File: src/rtl/fbjd_pkg.sv
package fbjd_pkg;

   localparam int unsigned ValW  = 32;
   localparam int unsigned MassW = 31;
   localparam int unsigned OutW  = 31;
   localparam int unsigned AccW  = 70;
   localparam int unsigned HalfW = AccW / 2;
   localparam int unsigned NumW  = 104;
   localparam int unsigned DivW  = 64;
   localparam int unsigned CntW  = $clog2(NumW + 1);
   localparam int unsigned QW    = 33;
   localparam int unsigned SqW   = 66;
   localparam int unsigned RootW = 33;

   localparam logic [ValW-1:0] KInvSqrt2  = 32'd759250125;
   localparam logic [ValW-1:0] KSqrt2     = 32'd1518500250;
   localparam logic [ValW-1:0] KSqrt23    = 32'd876706528;
   localparam logic [ValW-1:0] KSqrt6Half = 32'd1315059792;
   localparam logic [ValW-1:0] KSqrt34    = 32'd929887697;
   localparam logic [ValW-1:0] KSqrt43    = 32'd1239850262;

   localparam logic [QW-1:0]   SatComp = 33'h080000000;
   localparam logic [OutW-1:0] OutMax  = 31'h7fffffff;

   localparam logic [1:0] SlotLast = 2'd3;

   // integer square root, 33 result bits from a 66 bit radicand, two bits a step
   function automatic logic [RootW-1:0] isqrt_step_root(
      input logic [RootW-1:0] root,
      input logic [RootW+1:0] rem_hi,
      input logic [1:0]       pair
   );
      logic [RootW+1:0] trial;
      logic [RootW+1:0] r2;
      begin
         r2    = {rem_hi[RootW-1:0], pair};
         trial = {root, 2'b01};
         isqrt_step_root = (r2 >= trial) ? {root[RootW-2:0], 1'b1} : {root[RootW-2:0], 1'b0};
      end
   endfunction

   typedef struct packed {
      logic [ValW-1:0]  pos_x;
      logic [ValW-1:0]  pos_y;
      logic [ValW-1:0]  pos_z;
      logic [ValW-1:0]  mom_x;
      logic [ValW-1:0]  mom_y;
      logic [ValW-1:0]  mom_z;
      logic [MassW-1:0] rest_mass;
      logic [1:0]       slot;
   } req_type;

   typedef struct packed {
      logic [OutW-1:0] pair_distance;
      logic [OutW-1:0] pair_momentum;
      logic [OutW-1:0] triple_distance;
      logic [OutW-1:0] triple_momentum;
      logic [OutW-1:0] quad_distance;
      logic [OutW-1:0] quad_momentum;
      logic            divide_fault;
   } rsp_type;

   typedef struct packed {
      logic            start;
      logic [NumW-1:0] num;
      logic [DivW-1:0] div;
   } div_cmd_type;

   typedef struct packed {
      logic          done;
      logic [QW-1:0] quot;
   } div_rsp_type;

endpackage

File: src/rtl/fbjd_divider.sv
// Restoring divider: one quotient bit a cycle, quotient held at 2^31
module fbjd_divider (
   input  logic                  clock,
   input  logic                  reset,
   input  fbjd_pkg::div_cmd_type cmd,
   output fbjd_pkg::div_rsp_type rsp
);
   import fbjd_pkg::*;

   logic [NumW-1:0] num_ff, num_in;
   logic [DivW:0]   rem_ff, rem_in;
   logic [DivW-1:0] div_ff, div_in;
   logic [QW-1:0]   q_ff, q_in;
   logic            sat_ff, sat_in;
   logic [CntW-1:0] cnt_ff, cnt_in;
   logic            busy_ff, busy_in;
   logic            done_ff, done_in;
   logic [DivW:0]   shifted;
   logic            take;

   always_comb begin
      num_in  = num_ff;
      rem_in  = rem_ff;
      div_in  = div_ff;
      q_in    = q_ff;
      sat_in  = sat_ff;
      cnt_in  = cnt_ff;
      busy_in = busy_ff;
      done_in = 1'b0;
      shifted = {rem_ff[DivW-1:0], num_ff[NumW-1]};
      take    = shifted >= {1'b0, div_ff};
      if (cmd.start) begin
         num_in  = cmd.num;
         div_in  = cmd.div;
         rem_in  = '0;
         q_in    = '0;
         sat_in  = 1'b0;
         cnt_in  = CntW'(NumW);
         busy_in = 1'b1;
      end else if (busy_ff) begin
         num_in = {num_ff[NumW-2:0], 1'b0};
         rem_in = take ? shifted - {1'b0, div_ff} : shifted;
         if (take && (cnt_ff > CntW'(QW))) begin
            sat_in = 1'b1;
         end
         q_in   = {q_ff[QW-2:0], take};
         cnt_in = cnt_ff - 1'b1;
         if (cnt_ff == CntW'(1)) begin
            busy_in = 1'b0;
            done_in = 1'b1;
         end
      end
   end

   always_ff @(posedge clock) begin
      num_ff <= num_in;
      rem_ff <= rem_in;
      div_ff <= div_in;
      q_ff   <= q_in;
      sat_ff <= sat_in;
      cnt_ff <= cnt_in;
      if (reset) begin
         busy_ff <= 1'b0;
         done_ff <= 1'b0;
      end else begin
         busy_ff <= busy_in;
         done_ff <= done_in;
      end
   end

   assign rsp.done = done_ff;
   assign rsp.quot = (sat_ff || q_ff >= SatComp) ? SatComp : q_ff;

endmodule

File: config.mk
export PLATFORM = sky130hd
export DESIGN_NAME = fbjd_divider
export DESIGN_NICKNAME = d
export VERILOG_FILES = /design/src/rtl/fbjd_pkg.sv /design/src/rtl/fbjd_divider.sv
export SDC_FILE = /design/constraint.sdc
export NUM_CORES = 1
export LEC_CHECK = 0
export ABC_AREA = 0
export BUFFER_PORTS_ARGS = -buffer_cell sky130_fd_sc_hd__clkbuf_2
export CAP_MARGIN = 5
export CORE_AREA = 3 3 162 164
export CTS_CLUSTER_SIZE = 14
export DETAILED_ROUTE_END_ITERATION = 16
export DIE_AREA = 0 0 165 167
export GPL_TIMING_DRIVEN = 0
export PLACE_DENSITY = 0.84
export SLEW_MARGIN = 15
export SYNTH_ARGS = -nofsm -noshare
export SYNTH_HDL_FRONTEND = slang
export SYNTH_SLANG_ARGS = --single-unit
File: constraint.sdc
create_clock -name clock -period 5.2 [get_ports clock]
set_input_delay 0.78 -clock clock [delete_from_list [all_inputs] [get_ports clock]]
set_output_delay 0.78 -clock clock [all_outputs]
set_load 0.01 [all_outputs]
=== Word-level counts from Yosys, hierarchy flattened ===
Cells that the tools add are included.
Widths: inputs -> output; s select.

* Add/sub/neg operators: 2
* Order comparisons: 3
* Equality and inequality tests: 1
* Mux-type cells: 8
* Bitwise operators: 1
* Reduce and logical (&&, ||, !) cells: 5

{| class="wikitable"
|+ Operators by type and width
! kind !! count
|-
| $mux 104 || 2
|-
| $ge 65x64->1 || 1
|-
| $mux 64 || 1
|-
| $sub 64x64->64 || 1
|-
| $ge 33x32->1 const B || 1
|-
| $mux 33 || 1
|-
| $eq 7x1->1 const B || 1
|-
| $gt 7x6->1 const B || 1
|-
| $sub 7x1->7 const B || 1
|-
| $mux 1 || 4
|-
| $reduce_or 3->1 || 1
|-
| $reduce_and 2->1 || 1
|-
| $reduce_bool 2->1 || 1
|-
| $logic_and 1x1->1 || 1
|-
| $logic_or 1x1->1 || 1
|-
| $not 1->1 || 1
|}

* Flip-flop bits (word level): 275
* Bits of input ports: 171
* Output and inout port bits: 34
* Logic and storage cells: 28

=== Depth between registers and ports, before layout ===
Gate-level depths: netlist of run 1.

* Word-level depth: 4
* Mapped depth: 16
* Mapped depth without buffers: 14

=== Least setup slack after synthesis of run 1 ===
OpenSTA, ideal clock, no wires.

* Kind: register to register
* From: register num_ff[103]
* To: register rem_ff[62]
* Library setup time: 115 ps
* Arrival time: 3,254 ps
* Data required time: 5,085 ps
* Slack: 1,831 ps
* Cell stages (with the launch flop): 15
* Path buffers: 0
* Clock period less this slack: 3,369 ps
* Path through: edfxtp_1 -> inv_1 -> ha_1 -> fa_1 -> nor2b_1 -> o31a_1 -> o41ai_1 -> o221ai_1 -> a21oi_1 -> a2111oi_0 -> o211ai_1 -> a2111oi_0 -> nor2_1 -> xnor2_1 -> a21bo_2

* Cells in the longest elaborated chain, start to end: 2
* Elaborated cells between the ends (all ways): 3
* Classes of those cells: add/sub: 1; order compare: 1; mux: 1

{| class="wikitable"
|+ Ends and longest elaborated chain
! element !! RTL line !! source
|-
| start: declaration || fbjd_divider.sv:10 || <nowiki>logic [NumW-1:0] num_ff, num_in;</nowiki>
|-
| start signal: assignment || fbjd_divider.sv:56 || <nowiki>num_ff <= num_in;</nowiki>
|-
| $sub 64x64->64 / $ge 65x64->1 (equally long branches) || fbjd_divider.sv:42, fbjd_divider.sv:31 ||
|-
| $mux 64 (*) || fbjd_divider.sv:42 || <nowiki>rem_in = take ? shifted - {1'b0, div_ff} : shifted;</nowiki>
|-
| end signal: assignment || fbjd_divider.sv:57 || <nowiki>rem_ff <= rem_in;</nowiki>
|-
| end: declaration || fbjd_divider.sv:11 || <nowiki>logic [DivW:0] rem_ff, rem_in;</nowiki>
|}

Every way passes the cells marked *; elsewhere a longest branch is shown, timed or not.
A chain may end at the register's enable or synchronous reset.

=== Worst setup path in the final report of run 1 ===
* From: register num_ff[103]
* To: register rem_ff[50]

Same word-level chain as after synthesis.

==> results of run 1 <==
[worst max path at each step]
stage / from / to / slack [ps] / depth (start not counted)
floorplan: num_ff[103]$_DFFE_PP_ / rem_ff[62]$_SDFFE_PP0P_ / 1830 / 14
global placement: cmd[168] / num_ff[19]$_DFFE_PP_ / -260 / 4
detailed placement: num_ff[103]$_DFFE_PP_ / rem_ff[50]$_SDFFE_PP0P_ / 930 / 14
CTS: num_ff[103]$_DFFE_PP_ / rem_ff[44]$_SDFFE_PP0P_ / 850 / 14
global route: num_ff[103]$_DFFE_PP_ / rem_ff[44]$_SDFFE_PP0P_ / 450 / 14
finish: num_ff[103]$_DFFE_PP_ / rem_ff[50]$_SDFFE_PP0P_ / 680 / 14
[power by group through the flow]
stage | sequential (mW) | combinational [mW] | clock (mW)
CTS | 2.60 | 1.12 | 2.38
global placement | 2.64 | 1.07 | 0
finish | 2.60 | 1.13 | 2.34
floorplan | 2.61 | 0.826 | 0
global route | 2.62 | 1.25 | 2.47
detailed placement | 2.64 | 1.11 | 0
[kinds of logic after synthesis]
logic type               count (synthesis)
AO/OA/AOI/OAI                          350
buffers and inverters                  158
XOR/XNOR                                60
adder cells (fa/ha/maj)                 67
multiplexers                           149
other                                    1
flip-flops                             275
AND/OR/NAND/NOR                        358
[layout make-up]
type                            instances  area (um^2)
Buffer                                 78          323
Clock buffer                           42          890
Clock inverter                         14          229
Fill cell                            1864         7630
Inverter                               80          300
Multi-Input combinational cell        985         7010
Sequential cell                       275         7190
Tap cell                              330          413
Timing Repair Buffer                  205         1060
[cell usage after synthesis (3+ instances only)]
| cell type | instances |
|---|---|
| nor4_1 | 4 |
| inv_1 | 80 |
| o211ai_1 | 15 |
| a31o_2 | 4 |
| buf_4 | 3 |
| a21boi_0 | 4 |
| o31a_1 | 4 |
| xnor2_1 | 35 |
| o211a_1 | 11 |
| o31ai_1 | 3 |
| a21oi_1 | 118 |
| edfxtp_1 | 168 |
| a31oi_1 | 12 |
| nor3_1 | 11 |
| nand2_1 | 62 |
| a21o_1 | 45 |
| nand2b_1 | 3 |
| a211oi_1 | 52 |
| a211o_1 | 4 |
| and2_1 | 41 |
| nand3_1 | 26 |
| and4_1 | 4 |
| and3_1 | 7 |
| xor2_1 | 25 |
| mux2_2 | 104 |
| nand3b_1 | 3 |
| nor2_1 | 153 |
| mux2i_1 | 45 |
| buf_2 | 9 |
| o21bai_1 | 11 |
| o21ai_0 | 35 |
| nor3b_1 | 3 |
| dfxtp_1 | 107 |
| buf_1 | 5 |
| nor2b_1 | 13 |
| a2111oi_0 | 3 |
| ha_1 | 66 |
| o21a_1 | 10 |
| nand4_1 | 17 |
| clkbuf_1 | 60 |
[sequential cells by signal, indices dropped and copies added, names as in the netlist]
| name | flops |
|---|---|
| busy_ff | 1 |
| num_ff | 104 |
| q_ff | 33 |
| rem_ff | 64 |
| sat_ff | 1 |
| done_ff | 1 |
| div_ff | 64 |
| cnt_ff | 7 |
[stage by stage]
step                util [%]  TNS (ps)  total power, mW
floorplan                  -         0             3.44
global placement        64.9    -26610             3.71
detailed placement      65.1         0             3.75
CTS                     69.5         0             6.10
global route            69.5         0             6.34
finish                  69.5         0             6.07
[layer usage]
| metal | vias to the layer above | global-route usage, % | wire length (um) |
|---|---|---|---|
| li1 | 5634 | - | - |
| met1 | 5436 | 32.7 | 14600 |
| met2 | 445 | 42.9 | 17000 |
| met3 | 98 | 7.66 | 3490 |
| met4 | 0 | 8.61 | 1220 |
| met5 | - | 0 | 0 |
==> run summary, run 1 <==
ant diodes: 0
Hold Path End: div_ff[37]$_DFFE_PP_
worst stage delay on the critical path: 770 ps
hold path start: cmd[37]
Synth area leader: edfxtp_1
Clock Skew: 12.1 ps
Nets: 1893
largest family of logic cells by synthesized area: compound AO/OA/AOI/OAI gates
Clock power frac: 38.5%
Slew Limit Fails: 0
P_sw: 1.62 mW
Post-synth EDFFs: 168
Clk pin slew, worst setup/hold paths: 60 ps
Root Driver: clkbuf_16
simple-gate share of the synthesized area: 11.4%
Ports: 205
post-synth top area share: 34.1%
P_int: 4.45 mW
CP most frequent cell: o211ai_1
post-synthesis sequential area ratio: 48.5%
fin crit share: 86.9%
maxcap violations: 0
Overall Global Routing Usage: 26.0%
WHS Path Cells: 1
Yosys cell types: 65
DR DRC count: 0
FP Rows: 58
RR Startpoint: num_ff[103]$_DFFE_PP_
worst-case reg-to-reg path depth: 14
switching share of power: 26.8%
DP HPWL: 26400 um
reg2reg setup slack: 680 ps
Achievable Freq: 221 MHz
mux share of post-synthesis cell area: 10.9%
post-DR vias/cell: 5.78
share of power burned in registers: 42.8%
Syn Std Cell Area: 14800 um^2
H-tree levels: 1
Setup Viol. Count Final: 0
Vias: 11613
main area contributors after synthesis: edfxtp_1 (34%), dfxtp_1 (14%), mux2_2 (7.9%), ha_1 (5.6%), a21oi_1 (4.0%)
cells after synthesis: 1418
Crit Path Max Fanout: 7
Final min period: 4520 ps
CTS max path bufs: 3
RSZ-0062 raised after global routing: false
Clock Sinks: 275
Hold Slack: 391 ps
P per Cell Area: 349 nW/um^2
Layout Area Growth over Synthesis: 17.5%
Design Area, Final: 17400 um^2
Hold WC Path Type: input pin to flip-flop
number of buffers added on ports: 203
Logic pwr share: 18.6%
initial core utilization: 59.2%
endpoints failing hold: 0
Syn. warnings: 0
dpl cell area: 16300 um^2
Peak VDD IR: 0.338 mV
required time worst endpoint: 5700 ps
Crit Path Category: flip-flop to flip-flop
async set-or-reset flop fraction in the synthesized netlist: 0%
critical-path cell list: inv_1 -> ha_1 -> fa_1 -> nor2b_1 -> o31a_1 -> o41ai_1 -> o221ai_1 -> a21oi_1 -> a2111oi_0 -> o211ai_1 -> nand3_1 -> xnor2_1 -> o211ai_1 -> o211a_1
1st-iter DRT viols: 790
post-CTS setup buffer count: 0
antenna-violating nets left: 0
post-CTS sizing: 0
Buf+Inv Stages, Crit Path: 1
Placed Cells: 1953
element type at the critical path end: flip-flop
setup slack after layout: 684 ps
Post-Place Worst Slack: 930 ps
Net Count, Synth: 1656
Top FF cell, synth: edfxtp_1
Worst EP arrival: 5020 ps
synthesis-stage register bit count: 275
CTS Buf Count: 30
Top Family by Delay on Critical Path: compound AO/OA/AOI/OAI gates
CTS tree: built
Post-Synth XOR/XNOR Area: 3.55%
Final GP Congestion: 0.928
Routed wire per std cell: 18.1 um
P_leak: 7.56 nW
vias in the first global route: 11622
reg2reg end: rem_ff[50]$_SDFFE_PP0P_
number of detailed-route iterations in the first pass: 5
die height: 167 um
Slowest-stage cell, CP: o41ai_1
Non-Filler Instances: 2009
core area: 25000 um^2
Clk Latency, worst-skew pair: 560 ps
hold buffers post-CTS: 0
ratio of cells with drive above 1 in the final layout: 22.9%
DIE AREA: 27600 um^2
initial antenna violation count: 0
Post-Synth Adder-Cell Area: 5.71%
outcome: completed
Slew Limit Headroom: 37.1%
Worst Tran Pin Value: 931 ps
largest net degree at the start of global routing: 59
most frequent cells in the layout: clkbuf_2 (202), edfxtp_1 (168), nor2_1 (153), a21oi_1 (118), dfxtp_1 (107)
commonest non-fill, non-tap cell in the layout: clkbuf_2
DIE WIDTH: 165 um
crit start category: flip-flop
first-pass GRT wire length: 58100 um
WL final: 36300 um
post-synthesis average cell area: 10.4 um^2
grt ovf: 0
Synth Area in Compound Gates: 15.6%
No activity file was read; power rests on OpenSTA's default activity.
==> run 2, diff against run 1 <==
REMOVE_ABC_BUFFERS = 1   (was default)
==> run 2 against run 1 <==
Net effect:
- worst setup slack improved by 32 ps
- wire length shrank 12%
- sequential share of layout area increased by 0.84 points
- sequential power barely moved
- critical path type unchanged
- largest power group unchanged
==> run summary, run 2 (synthesis gave the netlist of run 1 again) <==
dpl cell area: 16200 um^2 (-0.52%)
outcome: completed
worst stage delay on the critical path: 530 ps (-240 ps)
Worst EP arrival: 4940 ps (-80 ps)
Final min period: 4480 ps (-32.2 ps)
switching share of power: 27.0% (+0.29 points)
Hold Path End: div_ff[17]$_DFFE_PP_
P per Cell Area: 328 nW/um^2 (-6.1%)
Setup Viol. Count Final: 0 (unchanged)
P_int: 4.08 mW (-8.2%)
commonest non-fill, non-tap cell in the layout: clkbuf_2
worst-case reg-to-reg path depth: 15 (+1)
Slew Limit Fails: 0 (unchanged)
most frequent cells in the layout: clkbuf_2 (202), edfxtp_1 (168), nor2_1 (153), a21oi_1 (118), dfxtp_1 (106)
multi-input logic area: 7020 um^2 (+0.18%)
Slowest-stage cell, CP: a211oi_4
hold buffers post-CTS: 0 (unchanged)
RR Startpoint: div_ff[1]$_DFFE_PP_
1st-iter DRT viols: 717 (-9.2%)
DP HPWL: 22700 um (-14%)
reg2reg end: rem_ff[63]$_SDFFE_PP0P_
Routed wire per std cell: 16.4 um (-9.1%)
number of detailed-route iterations in the first pass: 5 (unchanged)
FP Rows: 58 (unchanged)
Root Driver: clkbuf_16
RSZ-0062 raised after global routing: false
ratio of cells with drive above 1 in the final layout: 23.2% (+0.25 points)
grt ovf: 0 (unchanged)
core area: 25000 um^2 (unchanged)
share of power burned in registers: 46.5% (+3.7 points)
CTS Buf Count: 29 (-3.3%)
die height: 167 um (unchanged)
most flop-heavy register: num_ff
crit start category: flip-flop
Worst Tran Pin Value: 843 ps (-88.6 ps)
Buf+Inv Stages, Crit Path: 3 (+2)
P_sw: 1.51 mW (-6.9%)
post-DR vias/cell: 5.70 (-1.3%)
Logic pwr share: 19.6% (+1.0 points)
DR DRC count: 0 (unchanged)
post-CTS sizing: 0 (unchanged)
Top Family by Delay on Critical Path: compound AO/OA/AOI/OAI gates
hold path start: cmd[17]
ant diodes: 0 (unchanged)
WL final: 31900 um (-12%)
Peak VDD IR: 0.238 mV (-30%)
initial core utilization: 59.2% (unchanged)
Nets: 1826 (-3.5%)
CTS max path bufs: 3 (unchanged)
Design Area, Final: 17100 um^2 (-1.9%)
endpoints failing hold: 0 (unchanged)
Hold WC Path Type: input pin to flip-flop
CP most frequent cell: nor2b_1
largest net degree at the start of global routing: 117 (+98%)
fin crit share: 86.2% (-0.62 points)
Placed Cells: 1887 (-3.4%)
Layout Area Growth over Synthesis: 15.2%
Vias: 11060 (-4.8%)
Ports: 205 (unchanged)
Largest register FFs: 104 (unchanged)
maxcap violations: 0 (unchanged)
Clock power frac: 33.9% (-4.6 points)
DIE WIDTH: 165 um (unchanged)
Clock Sinks: 275 (unchanged)
initial antenna violation count: 3 (+3)
Top Registers: num_ff: 104 flops, div_ff: 64 flops, rem_ff: 64 flops
required time worst endpoint: 5650 ps (-50 ps)
Crit Path Max Fanout: 15 (+8)
post-CTS setup buffer count: 0 (unchanged)
element type at the critical path end: flip-flop
H-tree levels: 1 (unchanged)
CTS tree: built
P_leak: 7.43 nW (-1.8%)
Non-Filler Instances: 1939 (-3.5%)
Clk Latency, worst-skew pair: 560 ps (about the same)
DIE AREA: 27600 um^2 (unchanged)
number of buffers added on ports: 203 (unchanged)
Power Total: 5.59 mW (-7.9%)
Slew Limit Headroom: 42.4% (+5.3 points)
Overall Global Routing Usage: 22.7% (-3.4 points)
antenna-violating nets left: 0 (unchanged)
Clk pin slew, worst setup/hold paths: 60 ps (about the same)
first-pass GRT wire length: 52000 um (-11%)
vias in the first global route: 10921 (-6.0%)
critical-path cell list: inv_1 -> ha_1 -> nor2b_1 -> o21bai_1 -> a211oi_1 -> o311a_1 -> nor3_4 -> a31oi_1 -> a21o_1 -> a211oi_4 -> buf_6 -> buf_8 -> nor2b_1 -> and2_1 -> a211o_1
WHS Path Cells: 1 (unchanged)
Clock Skew: 14.4 ps (+2.26 ps)
Final GP Congestion: 0.898 (-3.3%)
reg2reg setup slack: 720 ps (+30 ps)
Crit Path Category: flip-flop to flip-flop
fillcell total: 1920 (+3.0%)
Register Area: 7190 um^2 (about the same)
Achievable Freq: 223 MHz (+0.72%)
-- run 2: cell count changes in the layout (fill, tap and decap cells not counted), moves of 2 or more --
cell       change
buf_6          +3
buf_1          -5
clkinv_2       +3
buf_2          -9
buf_16         +5
buf_8          +3
clkbuf_1      -54
buf_4          -2
clkinv_1       +3
clkbuf_16      -3
clkinv_4       -3
bufinv_16      -5
-- run 2: worst reg2reg max path: stages (launching register included) --
cell	delay, ps
edfxtp_1	420
inv_1	80
ha_1	230
nor2b_1	150
o21bai_1	370
a211oi_1	220
o311a_1	420
nor3_4	360
a31oi_1	280
a21o_1	300
a211oi_4	540
buf_6	230
buf_8	160
nor2b_1	140
and2_1	240
a211o_1	260
-- run 2: how the worst max path moves through the flow --
| stage | from | endpoint | slack, ps | cells past startpoint |
|---|---|---|---|---|
| final | div_ff[1]$_DFFE_PP_ | rem_ff[63]$_SDFFE_PP0P_ | 720 | 15 |
| after global routing | div_ff[1]$_DFFE_PP_ | rem_ff[63]$_SDFFE_PP0P_ | 460 | 15 |
| after CTS | div_ff[1]$_DFFE_PP_ | rem_ff[63]$_SDFFE_PP0P_ | 740 | 15 |
| after detailed placement | div_ff[1]$_DFFE_PP_ | rem_ff[63]$_SDFFE_PP0P_ | 760 | 15 |
| after global placement | div_ff[1]$_DFFE_PP_ | rem_ff[54]$_SDFFE_PP0P_ | -4570 | 13 |
| after floorplan | div_ff[1]$_DFFE_PP_ | rem_ff[63]$_SDFFE_PP0P_ | -1870 | 13 |
-- run 2: metrics by stage --
step / TNS (ps) / utilization (%) / hold WS, ps / setup WS (ps)
floorplan: -132750 / - / 438 / -1870
global placement: -600620 / 63.6 / 457 / -4570
detailed placement: 0 / 64.7 / 488 / 763
CTS: 0 / 68.2 / 366 / 739
global route: 0 / 68.2 / 366 / 456
finish: 0 / 68.2 / 390 / 716
-- run 2: metal layers --
layer | up-vias | share of wire (%) | global-route usage (%)
met5 | - | 0.11 | 0
met4 | 6 | 2.0 | 5.00
met3 | 51 | 8.5 | 8.06
met2 | 294 | 48 | 38.3
met1 | 5207 | 41 | 27.9
li1 | 5502 | - | -
-- run 2: power groups by stage --
stage	logic, mW	clock network [mW]	registers, mW
floorplan	0.785	0	2.63
global placement	1.04	0	2.67
detailed placement	1.09	0	2.65
CTS	1.09	1.95	2.60
global route	1.22	2.03	2.62
finish	1.10	1.89	2.60
-- run 2: cell type report --
| class | instances | share of cell area, % |
|---|---|---|
| well taps | 330 | 2.42 |
| flip-flops and latches | 275 | 42.1 |
| clock buffers | 43 | 4.74 |
| multi-input cells | 985 | 41.1 |
| repair buffers | 217 | 7.50 |
| inverters | 80 | 1.76 |
| clock inverters | 9 | 0.330 |
==> run 3, diff against run 2 <==
CTS_BUF_LIST = sky130_fd_sc_hd__clkbuf_8   (was default)
PLACE_DENSITY = 0.82   (was 0.84)
==> run 3 against run 2 <==
Net effect:
- final cell count increased by 1.8%
- first-iteration DRC count is 2.6% lower
- clock skew is 19 ps higher
- sequential cell count unchanged
- clock-buffer cell count increased by 10
- critical path depth up 1
- sequential share of layout area fell by 0.062 points
- final area rose by 0.15%
- global-route usage increased by 0.18 points
- largest cell class unchanged
- largest power group unchanged
- highest routed layer unchanged
==> run summary, run 3 (synthesis gave the netlist of run 1 again) <==
fin crit share: 87.2% (+0.95 points)
worst-case reg-to-reg path depth: 16 (+1)
most flop-heavy register: num_ff
Top Registers: num_ff: 104 flops, div_ff: 64 flops, rem_ff: 64 flops
post-DR vias/cell: 5.64 (-1.1%)
Slew Limit Fails: 0 (unchanged)
antenna-violating nets left: 0 (unchanged)
Worst Tran Pin Value: 838 ps (-4.67 ps)
maxcap violations: 0 (unchanged)
CTS max path bufs: 3 (unchanged)
dpl cell area: 16200 um^2 (-0.19%)
Clock Sinks: 275 (unchanged)
die height: 167 um (unchanged)
Setup Viol. Count Final: 0 (unchanged)
P_int: 4.00 mW (-2.0%)
initial antenna violation count: 3 (unchanged)
first-pass GRT wire length: 52200 um (+0.41%)
DR DRC count: 0 (unchanged)
FP Rows: 58 (unchanged)
Achievable Freq: 221 MHz (-1.1%)
number of buffers added on ports: 203 (unchanged)
Logic pwr share: 19.5% (about the same)
Routed wire per std cell: 16.1 um (-2.1%)
required time worst endpoint: 5610 ps (-40 ps)
WHS Path Cells: 1 (unchanged)
most frequent cells in the layout: clkbuf_2 (202), edfxtp_1 (168), nor2_1 (153), a21oi_1 (118), dfxtp_1 (106)
1st-iter DRT viols: 698 (-2.6%)
Hold WC Path Type: input pin to flip-flop
Crit Path Max Fanout: 19 (+4)
largest net degree at the start of global routing: 117 (unchanged)
Final min period: 4530 ps (+49.4 ps)
ratio of cells with drive above 1 in the final layout: 24.5% (+1.3 points)
CTS Buf Count: 47 (+62%)
Ports: 205 (unchanged)
Peak VDD IR: 0.237 mV (-0.67%)
DIE WIDTH: 165 um (unchanged)
commonest non-fill, non-tap cell in the layout: clkbuf_2
RR Startpoint: div_ff[1]$_DFFE_PP_
Design Area, Final: 17100 um^2 (+0.15%)
critical-path cell list: inv_1 -> ha_1 -> nor2b_1 -> o21bai_1 -> a211oi_1 -> o311a_1 -> nor3_4 -> a31oi_1 -> a21o_1 -> a211oi_4 -> buf_8 -> buf_6 -> buf_6 -> nor4_1 -> a21oi_1 -> a211oi_1
share of power burned in registers: 46.7% (+0.2 points)
DIE AREA: 27600 um^2 (unchanged)
Power Total: 5.57 mW (-0.41%)
vias in the first global route: 10953 (+0.29%)
RSZ-0062 raised after global routing: false
Clk pin slew, worst setup/hold paths: 60 ps (about the same)
Post-Place Worst Slack: 756 ps (-7.02 ps)
Crit Path Category: flip-flop to flip-flop
crit start category: flip-flop
Nets: 1842 (+0.88%)
DP HPWL: 22300 um (-1.8%)
CTS tree: built
Slowest-stage cell, CP: a211oi_4
ant diodes: 0 (unchanged)
P_sw: 1.57 mW (+3.9%)
Worst EP arrival: 4940 ps (about the same)
setup slack after layout: 666 ps (-49.4 ps)
Clock Skew: 33.5 ps (+19.1 ps)
Root Driver: clkbuf_8
Clock power frac: 33.7% (-0.2 points)
worst stage delay on the critical path: 540 ps (about the same)
number of detailed-route iterations in the first pass: 5 (unchanged)
WL final: 31700 um (-0.36%)
switching share of power: 28.2% (+1.2 points)
Largest register FFs: 104 (unchanged)
hold path start: cmd[49]
H-tree levels: 2 (+1)
reg2reg setup slack: 670 ps (-50 ps)
P_leak: 7.52 nW (+1.3%)
hold buffers post-CTS: 0 (unchanged)
endpoints failing hold: 0 (unchanged)
grt ovf: 0 (unchanged)
post-CTS setup buffer count: 0 (unchanged)
reg2reg end: rem_ff[10]$_SDFFE_PP0P_
element type at the critical path end: flip-flop
Layout Area Growth over Synthesis: 15.4%
Overall Global Routing Usage: 22.9% (+0.18 points)
Clk Latency, worst-skew pair: 570 ps (about the same)
core area: 25000 um^2 (unchanged)
outcome: completed
Hold Path End: div_ff[49]$_DFFE_PP_
initial core utilization: 59.2% (unchanged)
P per Cell Area: 326 nW/um^2 (-0.55%)
Slew Limit Headroom: 42.7% (+0.32 points)
post-CTS sizing: 0 (unchanged)
Final GP Congestion: 0.898 (about the same)
Vias: 11128 (+0.61%)
-- run 3: cell types whose count changed in the layout (fill, tap and decap cells not counted), moves of 3 or more --
cell       previous run  this run
clkbuf_16            30         0
clkbuf_8              2        54
inv_1                80        94
clkbuf_1             12         0
clkinv_1              3         6
clkinv_2              5        12
-- run 3: worst max path at each step --
stage	startpoint	to	slack [ps]	cells past startpoint
after global placement	div_ff[1]$_DFFE_PP_	rem_ff[54]$_SDFFE_PP0P_	-4660	13
after CTS	div_ff[1]$_DFFE_PP_	rem_ff[10]$_SDFFE_PP0P_	750	16
after floorplan	div_ff[1]$_DFFE_PP_	rem_ff[63]$_SDFFE_PP0P_	-1870	13
after detailed placement	div_ff[1]$_DFFE_PP_	rem_ff[63]$_SDFFE_PP0P_	760	15
after global routing	div_ff[1]$_DFFE_PP_	rem_ff[10]$_SDFFE_PP0P_	350	16
final	div_ff[1]$_DFFE_PP_	rem_ff[10]$_SDFFE_PP0P_	670	16
-- run 3: area by class of cell --
cell class,count,area [um^2]
timing repair buffer,215,1250
multi-input combinational,985,7020
clock inverter,35,193
tap,330,413
clock buffer,53,729
sequential,275,7190
inverter,80,300
fill,1954,7940
-- run 3: power groups by stage --
| stage | Combinational, mW | Sequential [mW] | Clock, mW |
|---|---|---|---|
| finish | 1.09 | 2.60 | 1.88 |
| global route | 1.21 | 2.63 | 2.04 |
| CTS | 1.08 | 2.61 | 1.94 |
| detailed placement | 1.08 | 2.65 | 0 |
| global placement | 1.04 | 2.67 | 0 |
| floorplan | 0.785 | 2.63 | 0 |
-- run 3: worst max-delay path, delay by kind of cell, from the launching register on --
kind            cells  cell delay (ps)
fa+ha+maj           1              230
simple gates        3              580
flops               1              440
compound gates      8             2370
buf+inv             4              720
-- run 3: stage by stage --
| stage | cells | utilization (%) | hold slack, ps | setup TNS [ps] |
|---|---|---|---|---|
| 6_report | 1973 | 68.3 | 382 | 0 |
| 5_1_grt | 1973 | 68.3 | 344 | 0 |
| 4_1_cts | 1973 | 68.3 | 339 | 0 |
| 3_5_place_dp | 1885 | 64.6 | 495 | 0 |
| 3_3_place_gp | 1873 | 63.6 | 457 | -604440 |
| 2_1_floorplan | 1340 | - | 438 | -132750 |
-- run 3: metal layers --
layer  global-route usage, %  vias to the layer above  share of wire, %
met5                       0                        -              0.11
met4                    6.02                        4               2.1
met3                    8.68                       58               8.7
met2                    37.6                      297                47
met1                    28.2                     5226                42
li1                        -                     5543                 -
